$ cat config.mk
export PLATFORM = sky130hd
export DESIGN_NAME = gbi_ram
export DESIGN_NICKNAME = d
export VERILOG_FILES = /design/src/hdl/gbi_ram.sv
export SDC_FILE = /design/constraint.sdc
export NUM_CORES = 2
export LEC_CHECK = 0
export ABC_CLOCK_PERIOD_IN_PS = 8680
export BUFFER_PORTS_ARGS = -buffer_cell sky130_fd_sc_hd__buf_4
export CAP_MARGIN = 15
export CORE_ASPECT_RATIO = 1.4
export CORE_MARGIN = 3
export CORE_UTILIZATION = 50
export CTS_CLUSTER_SIZE = 40
export DETAILED_ROUTE_END_ITERATION = 8
export HOLD_SLACK_MARGIN = 0.1
export PLACE_DENSITY = 0.69
export SLEW_MARGIN = 20
export SYNTH_ARGS = -nofsm -noshare
export SYNTH_HDL_FRONTEND = slang
export SYNTH_SLANG_ARGS = --single-unit
$ cat constraint.sdc
create_clock -name clk_i -period 8.68 [get_ports clk_i]
set_clock_uncertainty 0.1 [all_clocks]
set_input_delay 0.868 -clock clk_i [delete_from_list [all_inputs] [get_ports clk_i]]
set_output_delay 0.868 -clock clk_i [all_outputs]
set_load 0.02 [all_outputs]
$ cat src/hdl/gbi_ram.sv
// ----------------------------------------------------------------------------
// gbi_ram
// simple dual-port ram, one write port and one registered read port
// ----------------------------------------------------------------------------
module gbi_ram #(
  parameter int unsigned WIDTH = 32,
  parameter int unsigned DEPTH = 64
) (
  input  logic                     clk_i,
  input  logic                     we_i,
  input  logic [$clog2(DEPTH)-1:0] waddr_i,
  input  logic [WIDTH-1:0]         wdata_i,
  input  logic [$clog2(DEPTH)-1:0] raddr_i,
  output logic [WIDTH-1:0]         rdata_o
);

  logic [WIDTH-1:0] mem_q [DEPTH];
  logic [WIDTH-1:0] rdata_q;

  always_ff @(posedge clk_i) begin
    if (we_i) begin
      mem_q[waddr_i] <= wdata_i;
    end
    rdata_q <= mem_q[raddr_i];
  end

  assign rdata_o = rdata_q;

endmodule

# Yosys cells after proc, flatten, opt, wreduce, memory -nomap -nowiden
# Memories as Yosys holds them, arrays and structs flattened. A register that Yosys moved wholly into a read port is not among the register bits.
# Index checks and enable logic that the tools add are counted.
[word_totals]
reg_bits = 0
ramBits = 2048
wordCells = 3
mem_count = 1
[mem_list]
columns = ["name", "depth", "width", "read_ports", "rd_clocked_by_memory_dff", "write_ports", "line", "text"]
rows = [
  ["mem_q", 64, 32, 1, 1, 1, "17", "logic [WIDTH-1:0] mem_q [DEPTH];"],
]
[classes]
n_mux = 2
[op_table]
columns = ["cell", "n"]
rows = [
  ["1-bit 2-to-1 mux", 2],
]

# Logic depth before layout (Yosys ltp)
[depth]
depth_word = 2
ltp_mapped = 10

# Worst setup path after synthesis
# OpenSTA, ideal clock, no wires.
[synth_path]
path_kind = "input port to flip-flop"
start = "input waddr_i[3]"
end = "memory mem_q[48][0] (enable)"
setup_ns = 0.461
arrival_time_ns = 3.567
t_required_ns = 8.119
setup_slack_ns = 4.552
cell_stages = 4
path_buffers = 1
path_cell_list = "clkbuf_1 nor2b_1 nand4b_1 nor3_1"
[synth_lines]
columns = ["element", "line", "text"]
rows = [
  ["start, declared", "11", "input logic [$clog2(DEPTH)-1:0] waddr_i,"],
  ["end, declared", "17", ""],
]
# No word-level cell before the write port.

==> metrics <==
initial drt markers=approximately 4500; WP data required=about 9300 ps; Yosys reg bits=approximately 2100; Pleak=about 27 nW; FF-to-FF End=rdata_o[18]; endpoints failing setup=0; Syn Nets=approximately 3400; largest net degree at the start of global routing=between 100 and 150; clock sinks=about 2100; Pint=between 15 and 20 mW; most frequent cells in the layout=edfxtp_1, mux4_2, clkbuf_16; Clock Power Share=39.7%; fillcell total=approximately 11000; fmax=roughly 230 MHz; Post-CTS Resized=0; worst slew pin tran=1170 ps; Critical Path Sink Type=flip-flop; vias in the first global route=37295; critical path, cell by cell=buf_8, buf_4, buf_4, or2_1, o22ai_1, nor2_1, a21oi_1, nor2_1; WP data arrival=~5000 ps; Top delay family on crit path=buffers and inverters; Initial Utilization=about half; Clock Path Buffers=3; Hold Crit Depth=1; Avg Vias per Cell=between 6 and 7; Cells after DPL=5382; fin cells=roughly 5700; r2r worst-path depth=5; Comb power frac=between 5 and 6%; io pins=between 70 and 80; share of the clock period used by the worst path=about half; final hold viol count=0; min-delay src=wdata_i[12]; kind of start point of the critical path=input port; DIE WIDTH=341 um; PwrDens=230 nW/um^2; RSZ-0062 raised after global routing=false; gr usage total=24.4%; Sum Neg Setup Slack=0 ps; # port buffers=77; Synth cell types=34; Seq/Total Area, Yosys=between 70 and 80%; height of the chip=475 um; Post-Route WL=194 mm; # rows=approximately 170; H-tree levels=4; TritonCTS clock tree=done; Final Critical Period=4340 ps; outcome=finished clean; Pre-antenna DRT Iters=5; HPWL after DPL=about 100 mm; VDD IR max=approximately 0.00019 V; HP Class=input port to flip-flop; Flop pwr share=a little under three fifths; Worst R2R Setup Slack=6150 ps; max-cap check violation count=0; reg2reg start=mem_q[61][18]; post-route ant nets=0; post-synthesis area per instance=~24 um^2; Slew Limit Fails=0; Syn. warnings=0; P_sw=4.25 mW; CORE AREA=around 160000 um^2; final routed DRC violation total=0; WS Path Type=input port to flip-flop; Die ar.=roughly 160000 um^2; routed length per instance=around 34 um; mapped cell area=78500 um^2; area delta synth->final=12.1%; Switching Share=21.0%; Relative slew margins=between 20% and 30%; Clock transition at path regs=approximately 60 ps; Mapped Cells=between 3000 and 4000; initial antenna violation count=8; net total in the final layout=between 3000 and 4000; WHS Endpoint=mem_q[18][12]; GPL Wtd Cong=0.847; later-pin clock latency in the skew report=820 ps; share of layout cells above drive strength 1=between 20% and 30%; grt ovf=0; most common cell after layout, fill and taps aside=edfxtp_1; CTS Hold Bufs=0; Max Fanout on Critical Path=58; WP buf/inv=3; crit-path max cell delay=between 800 and 900 ps; total CTS buffers=between 150 and 200; Root Driver=clkbuf_16; Crit-path slowest cell=or2_1; number of post-CTS setup repair buffers=0; first-pass GRT wire length=~280 mm; vias after detailed routing=about 36000
[power groups by stage]
stage / Sequential, mW / Combinational [mW] / Clock [mW]
after floorplan: 11.4 / 0.541 / 0
after global placement: 11.4 / 1.06 / 0
after detailed placement: 11.4 / 1.07 / 0
after CTS: 11.2 / 1.07 / 8.16
after global routing: 11.2 / 1.11 / 8.53
final: 11.2 / 1.06 / 8.03
[sequential cells by signal, indices dropped and copies added (netlist names)]
register and count:
rdata_o 32, mem_q 2048
[per-stage QoR]
step	worst slack [ps]	total power [mW]	cell area, um^2	hold slack (ps)	util [%]
after global routing	4260	20.8	88000	480	56.6
after global placement	3530	12.4	82100	697	52.8
after CTS	4370	20.4	88000	422	56.6
after detailed placement	3530	12.5	82100	664	52.8
final	4340	20.3	88000	489	56.6
after floorplan	4550	11.9	78500	563	-
[synthesized netlist by cell type]
library cell,number,area share (%)
a41o_1,4,0.051
or3b_1,2,0.022
buf_4,25,0.24
nand4b_1,1,0.011
nor2_1,137,0.65
clkbuf_1,74,0.35
a22oi_1,12,0.11
or3_1,3,0.024
a31oi_1,1,0.0080
buf_1,21,0.10
or2_1,1,0.0080
nor3_1,7,0.045
or3b_2,3,0.033
o221ai_1,27,0.30
or2_0,1,0.0080
nand3_1,5,0.032
nand4_1,2,0.016
a311oi_1,8,0.089
nand3b_1,5,0.048
o32ai_1,4,0.045
mux2i_1,93,1.2
buf_6,5,0.072
nand2_1,26,0.12
mux4_2,544,16
edfxtp_1,2048,78
nand2b_1,8,0.064
nor2b_1,15,0.12
or2_2,1,0.0080
buf_2,57,0.36
and3_1,4,0.032
o22ai_1,84,0.67
a21oi_1,62,0.40
and2_1,2,0.016
dfxtp_1,32,0.82
[layout make-up]
cell class | count | area [um^2] | share of cell area, %
Antenna cell | 2 | 5.00 | 0.00569
Clock buffer | 250 | 5090 | 5.78
Clock inverter | 87 | 830 | 0.943
Multi-Input combinational cell | 1062 | 16000 | 18.2
Sequential cell | 2080 | 62100 | 70.6
Tap cell | 2076 | 2600 | 2.95
Timing Repair Buffer | 164 | 1350 | 1.53
[logic make-up after synthesis]
family	count (synthesis)	share of synthesized area, %
flops	2080	79.1
mux	637	16.8
simple gates	223	1.27
compound gates	202	1.67
buf+inv	182	1.13
[metal layers]
| layer | vias up | share of wire [%] | global-route usage (%) |
|---|---|---|---|
| li1 | 14570 | - | - |
| met1 | 19552 | 36 | 32.0 |
| met2 | 1829 | 50 | 40.1 |
| met3 | 315 | 9.3 | 5.52 |
| met4 | 2 | 4.2 | 9.59 |
| met5 | - | 0.010 | 0 |
[worst max-delay path by stage]
stage / cells past startpoint / from / end / slack [ps]
floorplan: 4 / waddr_i[3] / mem_q[48][0] / 4550
global placement: 8 / raddr_i[2] / rdata_o[16] / 3530
detailed placement: 8 / raddr_i[2] / rdata_o[16] / 3530
CTS: 8 / raddr_i[2] / rdata_o[16] / 4370
global route: 8 / raddr_i[2] / rdata_o[16] / 4260
finish: 8 / raddr_i[2] / rdata_o[16] / 4340
No activity file was read; power rests on OpenSTA's default activity.
